## src/design/haversine_distance_unit_macros.svh

```systemverilog
// Assertion macros for the haversine distance unit.
// Included by hav_queue, the module that checks its own logic; no other dependencies.
`ifndef HAVERSINE_DISTANCE_UNIT_MACROS_SVH
`define HAVERSINE_DISTANCE_UNIT_MACROS_SVH
`ifndef NO_ASSERTIONS
`define HAV_ASSERT_IMP(lbl, clk, rst, ante, cons) \
   lbl: assert property (@(posedge clk) disable iff (rst) (ante) |-> (cons)) \
      else $error("haversine assertion failed");
`define HAV_ASSERT_NXT(lbl, clk, rst, ante, cons) \
   lbl: assert property (@(posedge clk) disable iff (rst) (ante) |=> (cons)) \
      else $error("haversine assertion failed");
`else
`define HAV_ASSERT_IMP(lbl, clk, rst, ante, cons)
`define HAV_ASSERT_NXT(lbl, clk, rst, ante, cons)
`endif
`endif

```

## src/design/hav_pkg.sv

```systemverilog
// Shared constants, types and helpers of the haversine distance unit.
// No dependencies.
package hav_pkg;

   localparam int CORDIC_STEPS_DEFAULT = 32;
   localparam int TABLE_LEN            = 48;
   localparam int QUEUE_DEPTH          = 4;
   localparam int ISQRT_BITS           = 31;

   localparam logic [23:0] RADIUS_RESET = 24'd6371000;

   localparam logic [63:0] PI_Q30       = 64'd3373259426;
   localparam logic [63:0] HALF_PI_Q30  = 64'd1686629713;
   localparam logic [63:0] FULL_TURN    = 64'd3600000000;
   localparam logic [63:0] HALF_TURN    = 64'd1800000000;
   localparam logic [63:0] QUARTER_TURN = 64'd900000000;
   localparam logic [63:0] RECIP_TURN   = 64'd5124095576;
   localparam logic [63:0] RECIP_HALF   = 64'd10248191152;
   localparam logic [63:0] ONE_Q60      = 64'd1 << 60;

   localparam logic signed [35:0] ONE_Q30  = 36'sd1073741824;
   localparam logic signed [35:0] GAIN_Q30 = 36'sd652032874;

   localparam logic [29:0] ATAN_TABLE [0:TABLE_LEN-1] = '{
      30'd843314857, 30'd497837829, 30'd263043837, 30'd133525159, 30'd67021687,
      30'd33543516, 30'd16775851, 30'd8388437, 30'd4194283, 30'd2097149,
      30'd1048576, 30'd524288, 30'd262144, 30'd131072, 30'd65536, 30'd32768,
      30'd16384, 30'd8192, 30'd4096, 30'd2048, 30'd1024, 30'd512, 30'd256,
      30'd128, 30'd64, 30'd32, 30'd16, 30'd8, 30'd4, 30'd2, 30'd1,
      30'd0, 30'd0, 30'd0, 30'd0, 30'd0, 30'd0, 30'd0, 30'd0, 30'd0, 30'd0,
      30'd0, 30'd0, 30'd0, 30'd0, 30'd0, 30'd0, 30'd0
   };

   typedef struct packed {
      logic [30:0] lat_diff;
      logic [30:0] lon_diff;
      logic [30:0] lat1_mag;
      logic        lat1_neg;
      logic [30:0] lat2_mag;
      logic        lat2_neg;
   } hav_item_type;

   function automatic logic [30:0] clamp_unit(input logic signed [35:0] v);
      logic [30:0] r;
      if (v < 0) begin
         r = '0;
      end else if (v > ONE_Q30) begin
         r = ONE_Q30[30:0];
      end else begin
         r = v[30:0];
      end
      return r;
   endfunction

endpackage

```

## src/design/hav_queue.sv

```systemverilog
// Short queue between the front end and the arithmetic back end.
// Depends on hav_pkg and the assertion macros.
`include "haversine_distance_unit_macros.svh"
module hav_queue import hav_pkg::*; (
   input  logic         clock,
   input  logic         reset,
   input  logic         push_in,
   input  hav_item_type item_in,
   input  logic         pop_in,
   output logic         not_empty,
   output logic         almost_full,
   output hav_item_type item_out
);

   localparam int PW = $clog2(QUEUE_DEPTH);

   hav_item_type    mem_ff [0:QUEUE_DEPTH-1];
   logic [PW-1:0]   wr_ff;
   logic [PW-1:0]   rd_ff;
   logic [PW:0]     count_ff;
   logic [PW:0]     count_in;

   always_comb begin
      count_in = count_ff;
      if (push_in && !pop_in) count_in = count_ff + 1'b1;
      if (!push_in && pop_in) count_in = count_ff - 1'b1;
   end

   always_ff @(posedge clock) begin
      if (reset) begin
         wr_ff    <= '0;
         rd_ff    <= '0;
         count_ff <= '0;
      end else begin
         if (push_in) wr_ff <= wr_ff + 1'b1;
         if (pop_in) rd_ff <= rd_ff + 1'b1;
         count_ff <= count_in;
      end
   end

   always_ff @(posedge clock) begin
      if (push_in) mem_ff[wr_ff] <= item_in;
   end

   assign item_out    = mem_ff[rd_ff];
   assign not_empty   = (count_ff != '0);
   assign almost_full = (count_ff >= (PW+1)'(QUEUE_DEPTH - 1));

   `HAV_ASSERT_IMP(a_no_overflow, clock, reset, push_in, count_ff != (PW+1)'(QUEUE_DEPTH))
   `HAV_ASSERT_IMP(a_no_underflow, clock, reset, pop_in, count_ff != '0)
   `HAV_ASSERT_NXT(a_count_up, clock, reset, push_in && !pop_in, count_ff == $past(count_ff) + 1'b1)

endmodule

```

## config.mk

```make
export PLATFORM = sky130hd
export DESIGN_NAME = hav_queue
export DESIGN_NICKNAME = d
export VERILOG_FILES = /design/src/design/hav_pkg.sv /design/src/design/hav_queue.sv
export VERILOG_INCLUDE_DIRS = /design/src /design/src/design
export SDC_FILE = /design/constraint.sdc
export NUM_CORES = 1
export LEC_CHECK = 0
export BUFFER_PORTS_ARGS = -buffer_cell sky130_fd_sc_hd__buf_2
export CAP_MARGIN = 30
export CORE_UTILIZATION = 50
export CTS_BUF_LIST = sky130_fd_sc_hd__clkbuf_2 sky130_fd_sc_hd__clkbuf_4 sky130_fd_sc_hd__clkbuf_8
export DETAILED_ROUTE_END_ITERATION = 12
export PLACE_DENSITY = 0.77
export SYNTH_ARGS = -nofsm -noshare
export SYNTH_HDL_FRONTEND = slang
export SYNTH_SLANG_ARGS = --single-unit
```

## constraint.sdc

```tcl
create_clock -name clock -period 4.7 [get_ports clock]
set_input_delay 0.47 -clock clock [delete_from_list [all_inputs] [get_ports clock]]
set_output_delay 0.47 -clock clock [all_outputs]
set_load 0.01 [all_outputs]
```

==> out/qor.csv <==
stage,metric,value,unit
synth,Post-Synthesis Net Count,841,
placed_design,placed cells,1412,
grt,vias in the first global route,9335,
final_layout,Non-Filler Instances,1562,
timing,final setup violating endpoints,0,
clock_network,H-tree levels,3,
final_layout,Area growth syn-to-layout,18.39,%
clock_network,CTS tree,done,
timing,clock skew,8.906,ps
timing,"Hold Vio Cnt, Final",0,
final_layout,"commonest non-fill, non-tap cell in the layout",edfxtp_1,
synth,synth warn,0,
timing,Fin Hold WS,61.37,ps
drt,Final ANT Viol Nets,0,
flow_run,max cap viols,0,
final_layout,share of cells above drive strength 1,0.4844,
timing,fin crit share,0.6805,
synth,Yosys cell types,20,
placed_design,routability cong.,0.7074,
grt,total gr overflow,0,
clock_network,Root Driver,clkbuf_8,
synth,syn avg cell area,26.36,um^2
drt,DRC Markers,0,
critical_path,Crit-path slowest cell,dfxtp_4,
synth,largest family of logic cells by synthesized area,multiplexers,
final_layout,design area,22000,um^2
critical_path,CP Max Fanout,51,
timing,RSZ-0062 raised after global routing,false,
critical_path,critical path's largest stage delay,830,ps
clock_network,hold buffers post-CTS,0,
final_layout,# fillers,2584,
drt,Post-Route WL,34.33,mm
clock_network,post_cts resized,0,
grt,largest net degree at the start of global routing,79,
critical_path,WS Path Type,flop to primary output,
final_layout,nets,1163,
floorplanning,Die H,194.8,um
final_layout,final core occ,0.6010,
final_layout,most frequent cells in the layout,"edfxtp_1 (504), buf_2 (257), mux4_2 (126), clkbuf_8 (82), clkbuf_4 (28)",
synth,Synth Instances,705,
floorplanning,Initial Utilization,0.5076,
timing,Setup WS post-layout,1502,ps
critical_path,critical-path cell list,"buf_12, mux4_2, buf_2",
grt,first-pass GRT wire length,52.79,mm
synth,Synth Area in Adders,0.004444,
floorplanning,die width,194.8,um
critical_path,critical path startpoint category,flop,
timing,post-layout min period,3198,ps
synth,Mapped Area,18580,um^2
placed_design,Port-buffer cells,257,
timing,Slew Limit Headroom,0.3510,
grt,GRT Total Usage,0.1874,
status,status,finished clean,
power_and_ir_drop,worst vdd ir,0.3156,mV
clock_network,CTS Buf Count,81,
drt,Avg WL per Cell,21.98,um
critical_path,CP arrival,2730,ps
clock_network,Clock Sinks,513,
critical_path,Reg2Reg Setup Slack,2440,ps
synth,xor-xnor portion of the synthesized cell area,0.002356,
placed_design,dpl cell area,20450,um^2
clock_network,Clock Tree Buf Depth,3,
drt,DR iter-0 viols,502,
min_path,Hold Crit Class,input pin to flop,
power_and_ir_drop,leakage power,7.428,nW
synth,post-synthesis compound-gate area fraction,0.001212,
drt,DRT Pass-1 Iters,4,
clock_network,clk_lat worst skew,620,ps
floorplanning,Rows,70,
synth,multiplexer share of the synthesized area,0.1532,
timing,Pins Over Slew Limit,0,
placed_design,Setup WS pre-CTS,2087,ps
grt,initial antenna violation count,7,
timing,post-route setup TNS,0,ps
critical_path,Worst EP required,4230,ps
timing,Slew @ Worst Pin,973.5,ps
synth,Synth Area in Simple Gates,0.003838,
power_and_ir_drop,total power,9.799,mW
floorplanning,area of the core,36610,um^2
placed_design,hpwl dp,19.97,mm
clock_network,postcts setup bufs,0,
timing,fmax,0.3127,GHz
floorplanning,IO Pins,258,
synth,"Seq/Total Area, Yosys",0.8241,
power_and_ir_drop,power per standard cell area,445.4,nW/um^2
drt,vias per cell,5.412,
synth,"FF+latch count, synth",513,
floorplanning,die area,37940,um^2
clock_network,Worst-path clk slew,60,ps
critical_path,Critical Path Sink Type,primary output,
drt,via count,8453,
[power breakdown]
part           leakage, nW  internal [mW]  switching, mW
Sequential            4.70           5.26         0.0781
Combinational         1.92          0.426          0.488
Clock                0.809           1.91           1.64
[per-layer routing]
metal  routed length [um]  track usage  vias to the layer above
li1                     -            -                     3704
met5                   42            0                        -
met2                16760       0.2993                      286
met1                13840       0.2390                     4394
met4                  700      0.06766                        6
met3                 2985      0.06646                       63
[cells by family (layout without fill, tap and decap cells)]
family / count (synthesis) / after routing
AND/OR/NAND/NOR: 15 / 15
flip-flops: 513 / 513
other: 0 / 6
multiplexers: 127 / 127
XOR/XNOR: 5 / 5
adder cells (fa/ha/maj): 6 / 6
buffers and inverters: 35 / 418
AO/OA/AOI/OAI: 4 / 4
[registers in the layout (all words and copies together) (netlist names), named ones only]
signal	cells
rd_ff	2
wr_ff	2
mem_ff	504
count_ff	3
[cells in the mapped netlist]
library cell    n  area [um^2]
fa_1            1        20.02
a21oi_1         2        10.01
a21o_1          1        7.510
buf_2          14        70.07
mux4_2        126         2838
inv_1           6        22.52
ha_1            5        62.56
nor2_1          8        30.03
o21ai_0         1        5.000
buf_6           6        67.56
and2_1          4        25.02
nand2_1         1        3.750
edfxtp_1      504        15130
dfxtp_1         9        180.2
mux2i_1         1        10.01
xor2_1          3        26.28
buf_4           2        15.01
or3_1           2        12.51
xnor2_1         2        17.52
clkbuf_1        7        26.28
[final timing paths]
check | from | depth (start not counted) | to
setup / recovery | flop | 3 | item_out[92]
hold / removal | item_in[3] | 1 | mem_ff[0][3]$_DFFE_PP_
hold reg to reg | count_ff[2]$_SDFFE_PP0P_ | 2 | count_ff[2]$_SDFFE_PP0P_
setup reg to reg | wr_ff[0]$_SDFFE_PP0P_ | 3 | mem_ff[1][83]$_DFFE_PP_
[final cells by class]
type | instances | area (um^2) | area share
Sequential cell | 513 | 15320 | 0.6964
Multi-Input combinational cell | 157 | 3078 | 0.1399
Timing Repair Buffer | 268 | 1444 | 0.06563
Clock buffer | 110 | 1339 | 0.06085
Tap cell | 468 | 585.6 | 0.02662
Clock inverter | 34 | 195.2 | 0.008872
Inverter | 6 | 22.52 | 0.001024
Antenna cell | 6 | 15.01 | 0.0006824
[critical path, delay by kind of cell, from the launching register on]
kind / cells / cell delay [ps]
buf+inv: 2 / 550
flops: 1 / 830
mux: 1 / 580
Power figures use the tool's default switching activity.
