[src/design/haversine_distance_unit_macros.svh]
// Assertion macros for the haversine distance unit.
// Included by hav_queue, the module that checks its own logic; no other dependencies.
`ifndef HAVERSINE_DISTANCE_UNIT_MACROS_SVH
`define HAVERSINE_DISTANCE_UNIT_MACROS_SVH
`ifndef NO_ASSERTIONS
`define HAV_ASSERT_IMP(lbl, clk, rst, ante, cons) \
   lbl: assert property (@(posedge clk) disable iff (rst) (ante) |-> (cons)) \
      else $error("haversine assertion failed");
`define HAV_ASSERT_NXT(lbl, clk, rst, ante, cons) \
   lbl: assert property (@(posedge clk) disable iff (rst) (ante) |=> (cons)) \
      else $error("haversine assertion failed");
`else
`define HAV_ASSERT_IMP(lbl, clk, rst, ante, cons)
`define HAV_ASSERT_NXT(lbl, clk, rst, ante, cons)
`endif
`endif

[src/design/hav_pkg.sv]
// Shared constants, types and helpers of the haversine distance unit.
// No dependencies.
package hav_pkg;

   localparam int CORDIC_STEPS_DEFAULT = 32;
   localparam int TABLE_LEN            = 48;
   localparam int QUEUE_DEPTH          = 4;
   localparam int ISQRT_BITS           = 31;

   localparam logic [23:0] RADIUS_RESET = 24'd6371000;

   localparam logic [63:0] PI_Q30       = 64'd3373259426;
   localparam logic [63:0] HALF_PI_Q30  = 64'd1686629713;
   localparam logic [63:0] FULL_TURN    = 64'd3600000000;
   localparam logic [63:0] HALF_TURN    = 64'd1800000000;
   localparam logic [63:0] QUARTER_TURN = 64'd900000000;
   localparam logic [63:0] RECIP_TURN   = 64'd5124095576;
   localparam logic [63:0] RECIP_HALF   = 64'd10248191152;
   localparam logic [63:0] ONE_Q60      = 64'd1 << 60;

   localparam logic signed [35:0] ONE_Q30  = 36'sd1073741824;
   localparam logic signed [35:0] GAIN_Q30 = 36'sd652032874;

   localparam logic [29:0] ATAN_TABLE [0:TABLE_LEN-1] = '{
      30'd843314857, 30'd497837829, 30'd263043837, 30'd133525159, 30'd67021687,
      30'd33543516, 30'd16775851, 30'd8388437, 30'd4194283, 30'd2097149,
      30'd1048576, 30'd524288, 30'd262144, 30'd131072, 30'd65536, 30'd32768,
      30'd16384, 30'd8192, 30'd4096, 30'd2048, 30'd1024, 30'd512, 30'd256,
      30'd128, 30'd64, 30'd32, 30'd16, 30'd8, 30'd4, 30'd2, 30'd1,
      30'd0, 30'd0, 30'd0, 30'd0, 30'd0, 30'd0, 30'd0, 30'd0, 30'd0, 30'd0,
      30'd0, 30'd0, 30'd0, 30'd0, 30'd0, 30'd0, 30'd0
   };

   typedef struct packed {
      logic [30:0] lat_diff;
      logic [30:0] lon_diff;
      logic [30:0] lat1_mag;
      logic        lat1_neg;
      logic [30:0] lat2_mag;
      logic        lat2_neg;
   } hav_item_type;

   function automatic logic [30:0] clamp_unit(input logic signed [35:0] v);
      logic [30:0] r;
      if (v < 0) begin
         r = '0;
      end else if (v > ONE_Q30) begin
         r = ONE_Q30[30:0];
      end else begin
         r = v[30:0];
      end
      return r;
   endfunction

endpackage

[src/design/hav_front.sv]
// Front end: takes requests, forms angle differences and folds latitudes.
// Depends on hav_pkg.
module hav_front import hav_pkg::*; (
   input  logic               clock,
   input  logic               reset,
   input  logic               accept,
   input  logic signed [30:0] lat_first,
   input  logic signed [31:0] lon_first,
   input  logic signed [30:0] lat_second,
   input  logic signed [31:0] lon_second,
   output logic               push,
   output hav_item_type       item
);

   localparam logic signed [34:0] TURN_S = $signed(FULL_TURN[34:0]);
   localparam logic signed [34:0] HALF_S = $signed(HALF_TURN[34:0]);

   logic               valid_ff;
   logic signed [32:0] dlat_ff;
   logic signed [32:0] dlon_ff;
   logic [30:0]        mag1_ff;
   logic [30:0]        mag2_ff;

   function automatic logic [30:0] reduce_turn(input logic signed [32:0] d);
      logic signed [34:0] r;
      r = {{2{d[32]}}, d};
      if (r < 0) r = r + TURN_S;
      if (r < 0) r = r + TURN_S;
      if (r >= TURN_S) r = r - TURN_S;
      if (r > HALF_S) r = TURN_S - r;
      return r[30:0];
   endfunction

   always_ff @(posedge clock) begin
      if (reset) begin
         valid_ff <= 1'b0;
      end else begin
         valid_ff <= accept;
      end
   end

   always_ff @(posedge clock) begin
      if (accept) begin
         dlat_ff <= {{2{lat_second[30]}}, lat_second} - {{2{lat_first[30]}}, lat_first};
         dlon_ff <= {lon_second[31], lon_second} - {lon_first[31], lon_first};
         mag1_ff <= lat_first[30] ? (~lat_first + 31'sd1) : lat_first;
         mag2_ff <= lat_second[30] ? (~lat_second + 31'sd1) : lat_second;
      end
   end

   always_comb begin
      push          = valid_ff;
      item.lat_diff = reduce_turn(dlat_ff);
      item.lon_diff = reduce_turn(dlon_ff);
      item.lat1_neg = ({1'b0, mag1_ff} > QUARTER_TURN[31:0]);
      item.lat2_neg = ({1'b0, mag2_ff} > QUARTER_TURN[31:0]);
      item.lat1_mag = item.lat1_neg ? (HALF_TURN[30:0] - mag1_ff) : mag1_ff;
      item.lat2_mag = item.lat2_neg ? (HALF_TURN[30:0] - mag2_ff) : mag2_ff;
   end

endmodule

[config.mk]
export PLATFORM = sky130hd
export DESIGN_NAME = hav_front
export DESIGN_NICKNAME = d
export VERILOG_FILES = /design/src/design/haversine_distance_unit_macros.svh /design/src/design/hav_pkg.sv /design/src/design/hav_front.sv
export SDC_FILE = /design/constraint.sdc
export NUM_CORES = 1
export LEC_CHECK = 0
export ABC_AREA = 0
export BUFFER_PORTS_ARGS = -buffer_cell sky130_fd_sc_hd__buf_2
export CAP_MARGIN = 10
export CORE_ASPECT_RATIO = 0.75
export CORE_MARGIN = 3
export CORE_UTILIZATION = 55
export CTS_CLUSTER_SIZE = 16
export DETAILED_ROUTE_END_ITERATION = 10
export GPL_TIMING_DRIVEN = 1
export MAX_ROUTING_LAYER = met4
export PLACE_DENSITY = 0.78
export SETUP_SLACK_MARGIN = 0.4
export SYNTH_ARGS = -nofsm -noshare
export SYNTH_HDL_FRONTEND = slang
export SYNTH_SLANG_ARGS = --single-unit
[constraint.sdc]
create_clock -name clock -period 8.65 [get_ports clock]
set_input_delay 0.865 -clock clock [delete_from_list [all_inputs] [get_ports clock]]
set_output_delay 0.865 -clock clock [all_outputs]
set_load 0.01 [all_outputs]
==> key figures, run 1 <==
Run status
  – Run status: completed

Finish
  – Multi-input logic area: 11000 um2
  – Utilization after layout: 64.8%
  – Diodes inserted: 0
  – Fillers: approximately 2400
  – Non-Filler Cell Area, Final: 17800 um2
  – Non-Filler Instances: between 2000 and 3000
  – # nets final: about 2400
  – Layout area overhead: 14.3%
  – Layout cells sized above 1: 17.6%
  – Register area: 3830 um2

STA
  – Unrepaired setup endpoints after global routing: no
  – # setup viols final: 0
  – Tightest Pin Transition: 1.15 ns
  – Final setup margin: roughly 0.86 ns
  – Setup tns final: 0 ns
  – Tcrit/Tclk final: 90.1%
  – Fin crit period: 7.79 ns
  – Slew Limit Fails: 0
  – Maximum clock frequency: between 0.1 and 0.15 GHz
  – Final Hold Viols: 0
  – Max transition margin: a little over a fifth

Synth
  – Top cell type's share of synthesized area: 24.5%
  – Top_reg_cell synth: edfxtp_1
  – Cells after Synth: 1933
  – Synthesized cell area: ~16000 um2
  – Synthesized Nets: ~2100
  – EDFF count, synth: approximately 130
  – Top-count cell post-synth: xnor2_1
  – Syn Area/Cell: 8.06 um2
  – Syn. warnings: 0
  – Count of cell types in the netlist: about 100
  – Commonest cells in the netlist: xnor2_1 (188), nor2_1 (183), nand2_1 (158), inv_1 (129), edfxtp_1 (127)
  – Register area share after synthesis: 24.6%
  – Cell accounting for the most synthesized area: edfxtp_1
  – Yosys reg bits: 128
  – Largest cells by area after synthesis: edfxtp_1 (24%), xnor2_1 (11%), ha_1 (5.9%), xor2_1 (4.8%), nor2_1 (4.4%)
  – Async set-or-reset flop fraction in the synthesized netlist: 0%

Setup path
  – Worst path required time: approximately 8 ns
  – CP endpoint kind: output pin
  – CP startpoint kind: flop
  – CP Class: flop to output pin
  – CP Max Fanout: 16
  – Crit path DAT: 6.93 ns

Clock network
  – CTS max path bufs: 2
  – CTS tree: yes
  – Htree depth: 4
  – CTS root buffer: clkbuf_16
  – Clock transition at path regs: roughly 0.070 ns
  – Post-cts hold buffer count: 0
  – CTS Sinks: between 100 and 150
  – TritonCTS Buffers: 17

Routing
  – Routed len/inst: 18.7 um
  – Wirelength, routed: 47800 um
  – DRC viols: 0
  – Via count: 15700
  – Vias per cell: just over 6
  – Drt pass-1 iters: 6
  – Post-DRT Antenna Nets: 0
  – 1st-iter DRT viols: about 1400

Global route
  – Grt ovf: 0
  – Total track usage: a little under a third
  – Vias in the first global route: 14400
  – Initial antenna violation count: 1
  – First-pass GRT wire length: 75200 um
  – Largest net degree at the start of global routing: 66

Placed design
  – Cell Area, Placed: 17100 um2
  – Pre-CTS WS: 0.535 ns
  – Placed cell count: 2518
  – Routability cong.: 0.967
  – IO Port Bufs: ~260
  – Post-DP HPWL: 38200 um

Power and ir drop
  – Flop pwr share: 21.7%
  – PD cells: 238 nW/um2
  – P_int: 2.24 mW
  – Pleak: 7.24 nW
  – Logic pwr share: 62.3%
  – Clock network power share: 16.1%
  – VDD IR max: roughly 0.16 mV
  – Sw Ratio: 47.3%
  – Psw: 2.01 mW

Floorplanning
  – Die Wd: 200 um
  – Std cell rows: 52
  – Initial core utilization: 56.7%
  – Die H: 152 um
  – DIE AREA: 30400 um2
  – IO Count: 256
  – Core area: 27500 um2

Job
  – Max-Cap Viols: 0

Hold path
  – Hold Path Class: primary input to flop
[cell families (layout without fill, tap and decap cells)]
| group | after synthesis | in the layout | share of synthesized area (%) |
|---|---|---|---|
| adder cells (fa/ha/maj) | 76 | 76 | 6.20 |
| XOR/XNOR | 277 | 277 | 15.7 |
| AO/OA/AOI/OAI | 551 | 552 | 25.0 |
| multiplexers | 9 | 9 | 0.602 |
| flip-flops | 128 | 128 | 24.6 |
| buffers and inverters | 186 | 435 | 4.88 |
| AND/OR/NAND/NOR | 706 | 706 | 23.0 |
[timing repair]
action / 4_1_cts / 5_1_grt
gates resized for setup: 2 / 7
setup endpoints to repair: 26 / 37
buffers inserted: 0 / 11
pin swaps: 0 / 2
gates cloned: 0 / 1
[state kept, by name (all words and copies together), names as in the netlist]
name and cells:
dlat_ff 32, mag2_ff 31, push 1, dlon_ff 33, mag1_ff 31
[final timing paths]
path	from	end	slack [ns]	cells after the start
max	dlon_ff[10]$_DFFE_PP_	item[72]	0.86	20
min	reset	push$_SDFF_PP0_	0.59	2
[power by group through the flow]
stage	sequential [mW]	combinational (mW)	clock [mW]
6_report	0.919	2.64	0.683
5_1_grt	0.934	2.90	0.721
4_1_cts	0.917	2.58	0.691
3_5_place_dp	0.928	2.56	0
3_3_place_gp	0.923	2.53	0
2_1_floorplan	0.874	1.84	0
[stage by stage]
stage / hold WS, ns / power (mW)
global route: 0.586 / 4.55
CTS: 0.572 / 4.19
global placement: 1.02 / 3.45
finish: 0.590 / 4.25
detailed placement: 1.03 / 3.48
floorplan: 0.937 / 2.72
[layout make-up]
class | instances | area share, %
well taps | 378 | 2.66
inverters | 130 | 2.74
clock inverters | 14 | 0.661
clock buffers | 17 | 2.39
multi-input cells | 1620 | 62.0
flip-flops and latches | 128 | 21.5
repair buffers | 274 | 7.98
[metal layers]
layer,wire [um],global-route usage [%]
met5,0,-
met4,840,7.30
met3,3900,5.12
met2,21100,48.1
met1,21900,43.5
[critical path, cell delays in order (launching register included)]
cell	delay [ns]
edfxtp_1	0.54
ha_1	0.33
a21oi_1	0.46
o22ai_1	0.23
xnor2_2	0.29
a211oi_2	0.55
o211a_1	0.29
nor2_1	0.08
o32ai_2	0.42
nand3_1	0.40
o211ai_4	0.37
buf_4	0.17
and3_1	0.19
o22ai_1	0.09
or4_1	0.55
or4b_4	0.55
and3_2	0.35
buf_4	0.22
o41ai_1	0.09
xnor2_1	0.16
buf_2	0.15
[cell usage in the layout, fill, tap and decap left out, types with 8 or more instances in the layout]
cell type	Yosys	routed
buf_2	11	254
xnor2_1	188	187
nor2_1	183	183
nand2_1	158	158
inv_1	129	129
edfxtp_1	127	127
o21ai_0	123	123
a21oi_1	105	105
xor2_1	86	86
ha_1	74	74
nor3_1	56	56
nand3_1	52	52
o31ai_1	43	43
or3_1	39	39
and2_1	28	28
o211ai_1	27	27
nand2b_1	28	27
a31oi_1	25	25
nor4_1	23	23
nand4_1	23	23
or2_2	22	22
o21a_1	21	21
a21boi_0	20	20
buf_4	7	20
a21o_1	19	19
nor2b_1	17	17
a211oi_1	17	17
clkbuf_16	0	17
or4_1	13	13
o211a_1	13	13
and3_1	14	12
a31o_2	12	12
o41ai_1	9	9
a2111oi_0	8	8
nand4b_1	8	8
a211o_1	8	8
Power figures use the tool's default switching activity.
==> run 2: changes to the inputs <==
Clock period 8.65 ns to 9.1 ns, I/O delays scaled along.
==> run 2 against run 1 <==
Utilization fell by 0.56 points. Worst hold slack better by 0.037 ns. Largest power group unchanged. Critical path type unchanged. Via count down 0.31%. Sequential power fell by 4.5%. First-iteration DRC count rose by 4.9%. Global-route usage is 0.093 points higher. Setup slack improved by 0.16 ns. Cell count is 0.39% lower.
==> key figures, run 2 (synthesis gave the netlist of run 1 again) <==
STA
  – Fin crit period: ~8 ns
  – Tightest Pin Transition: 1.16 ns
  – Final setup margin: 1.01 ns
  – Tcrit/Tclk final: around nine tenths
  – Maximum clock frequency: between 0.1 and 0.15 GHz
  – Slew Limit Fails: 0
  – # setup viols final: 0
  – Unrepaired setup endpoints after global routing: no
  – Max transition margin: 20.7%
  – Setup tns final: 0 ns
  – Final Hold Viols: 0

Global route
  – First-pass GRT wire length: 75300 um
  – Largest net degree at the start of global routing: 71
  – Initial antenna violation count: 1
  – Grt ovf: 0
  – Total track usage: 31.3%
  – Vias in the first global route: ~14000

Finish
  – Largest regs: dlon_ff x33, dlat_ff x32
  – Number of flip-flops in the largest register: 33
  – # nets final: 2364
  – Most common cell after layout, fill and taps aside: buf_2
  – Fillers: approximately 2500
  – Layout cells sized above 1: 17.0%
  – Non-Filler Instances: 2551
  – Reg with most FFs: dlon_ff
  – Utilization after layout: 64.3%
  – Most frequent cells in the layout: buf_2 (254), xnor2_1 (187), nor2_1 (183)
  – Layout area overhead: 13.3%

Clock network
  – CTS max path bufs: 2
  – Post-CTS setup buffer count: 0
  – CTS tree: yes
  – Post-cts hold buffer count: 0
  – Clock transition at path regs: 0.06 ns
  – Htree depth: 4
  – CTS root buffer: clkbuf_16
  – Post-CTS Resized: 0
  – TritonCTS Buffers: 17
  – CTS Sinks: ~130

Routing
  – Routed len/inst: 18.7 um
  – Drt pass-1 iters: 6
  – Wirelength, routed: 47600 um
  – Via count: roughly 16000
  – 1st-iter DRT viols: between 1000 and 1500
  – Vias per cell: 6.14
  – DRC viols: 0
  – Post-DRT Antenna Nets: 0

Power and ir drop
  – Pleak: roughly 7 nW
  – VDD IR max: approximately 0.14 mV
  – PD cells: 225 nW/um2

Floorplanning
  – Core area: 27500 um2
  – Die Wd: approximately 200 um
  – Initial core utilization: a little under three fifths
  – Die H: 152 um
  – IO Count: 256
  – DIE AREA: 30400 um2
  – Std cell rows: 52

Setup path
  – CP Class: flop to output pin
  – Crit path DAT: roughly 7.2 ns
  – CP Max Fanout: 28
  – CP endpoint kind: output pin
  – CP startpoint kind: flop
  – Worst path required time: 8.19 ns

Placed design
  – Post-DP HPWL: 38100 um
  – Pre-CTS WS: approximately 1.1 ns
  – IO Port Bufs: roughly 260
  – Placed cell count: 2518
  – Routability cong.: 0.963

Job
  – Max-Cap Viols: 0

Hold path
  – Hold_sp: reset
  – Sink of the worst hold path: push$_SDFF_PP0_
  – Worst Hold Depth: 2
  – Hold Path Class: primary input to flop

Run status
  – Run status: completed
## run 2: changes by cell type in the layout (fill, tap and decap cells not counted), moves of 2 or more
| cell | before | now |
|---|---|---|
| clkinv_1 | 2 | 0 |
| clkbuf_1 | 0 | 4 |
| buf_4 | 20 | 9 |
| clkinv_2 | 3 | 6 |
| a211oi_4 | 2 | 0 |
| a211oi_2 | 1 | 3 |
| inv_6 | 3 | 0 |
## run 2: area by class of cell
cell class | count | area (um2) | share of cell area (%)
Clock buffer | 21 | 440 | 2.50
Inverter | 130 | 488 | 2.76
Clock inverter | 11 | 68.8 | 0.390
Tap cell | 378 | 473 | 2.68
Timing Repair Buffer | 263 | 1340 | 7.58
Multi-Input combinational cell | 1619 | 11000 | 62.4
Antenna cell | 1 | 2.50 | 0.0142
Sequential cell | 128 | 3830 | 21.7
## run 2: worst max path at each step
| stage | startpoint | cells after the start | to | slack (ns) |
|---|---|---|---|---|
| 5_1_grt | dlon_ff[14]$_DFFE_PP_ | 22 | item[75] | 0.40 |
| 6_report | dlon_ff[25]$_DFFE_PP_ | 22 | item[75] | 1.01 |
| 3_3_place_gp | dlon_ff[27]$_DFFE_PP_ | 22 | item[75] | 1.20 |
| 2_1_floorplan | dlon_ff[25]$_DFFE_PP_ | 24 | item[75] | 2.18 |
| 3_5_place_dp | dlon_ff[14]$_DFFE_PP_ | 22 | item[75] | 1.06 |
| 4_1_cts | dlon_ff[25]$_DFFE_PP_ | 22 | item[75] | 0.55 |
## run 2: routing by layer
metal | part of all wire, % | wire (um) | global-route usage, % | vias to the layer above
met5 | 0 | 0 | - | -
met4 | 2.2 | 1030 | 9.02 | 0
met3 | 8.8 | 4180 | 5.89 | 79
met2 | 44 | 21100 | 48.5 | 622
met1 | 45 | 21300 | 42.3 | 7368
li1 | - | - | - | 7585
## run 2: through the flow
step	power [mW]	hold WS (ns)	cell area [um2]
after floorplan	2.58	0.982	15600
after global placement	3.28	1.06	17100
after detailed placement	3.31	1.07	17100
after CTS	3.94	0.614	17600
after global routing	4.24	0.629	17700
final	3.97	0.626	17700
## run 2: critical path, cell delays in order (launching register included)
cell and delay [ns]:
edfxtp_1 0.48, or3b_1 0.48, nor4_2 0.27, and3_1 0.35, nor2_2 0.09, xnor2_2 0.29, inv_1 0.15, ha_1 0.25
inv_1 0.11, o22ai_1 0.09, a221oi_2 0.43, nor2_1 0.16, o21a_1 0.30, o311ai_1 0.48, a21oi_1 0.16, o21ai_0 0.31
nand4b_1 0.15, or4_1 0.58, or4b_4 0.55, and3_2 0.40, and3_1 0.26, a211o_1 0.26, buf_2 0.14
## run 2: where the power goes
part / internal [mW] / total [mW] / switching (mW)
clock network: 0.344 / 0.618 / 0.273
registers: 0.754 / 0.878 / 0.123
logic: 0.979 / 2.47 / 1.49
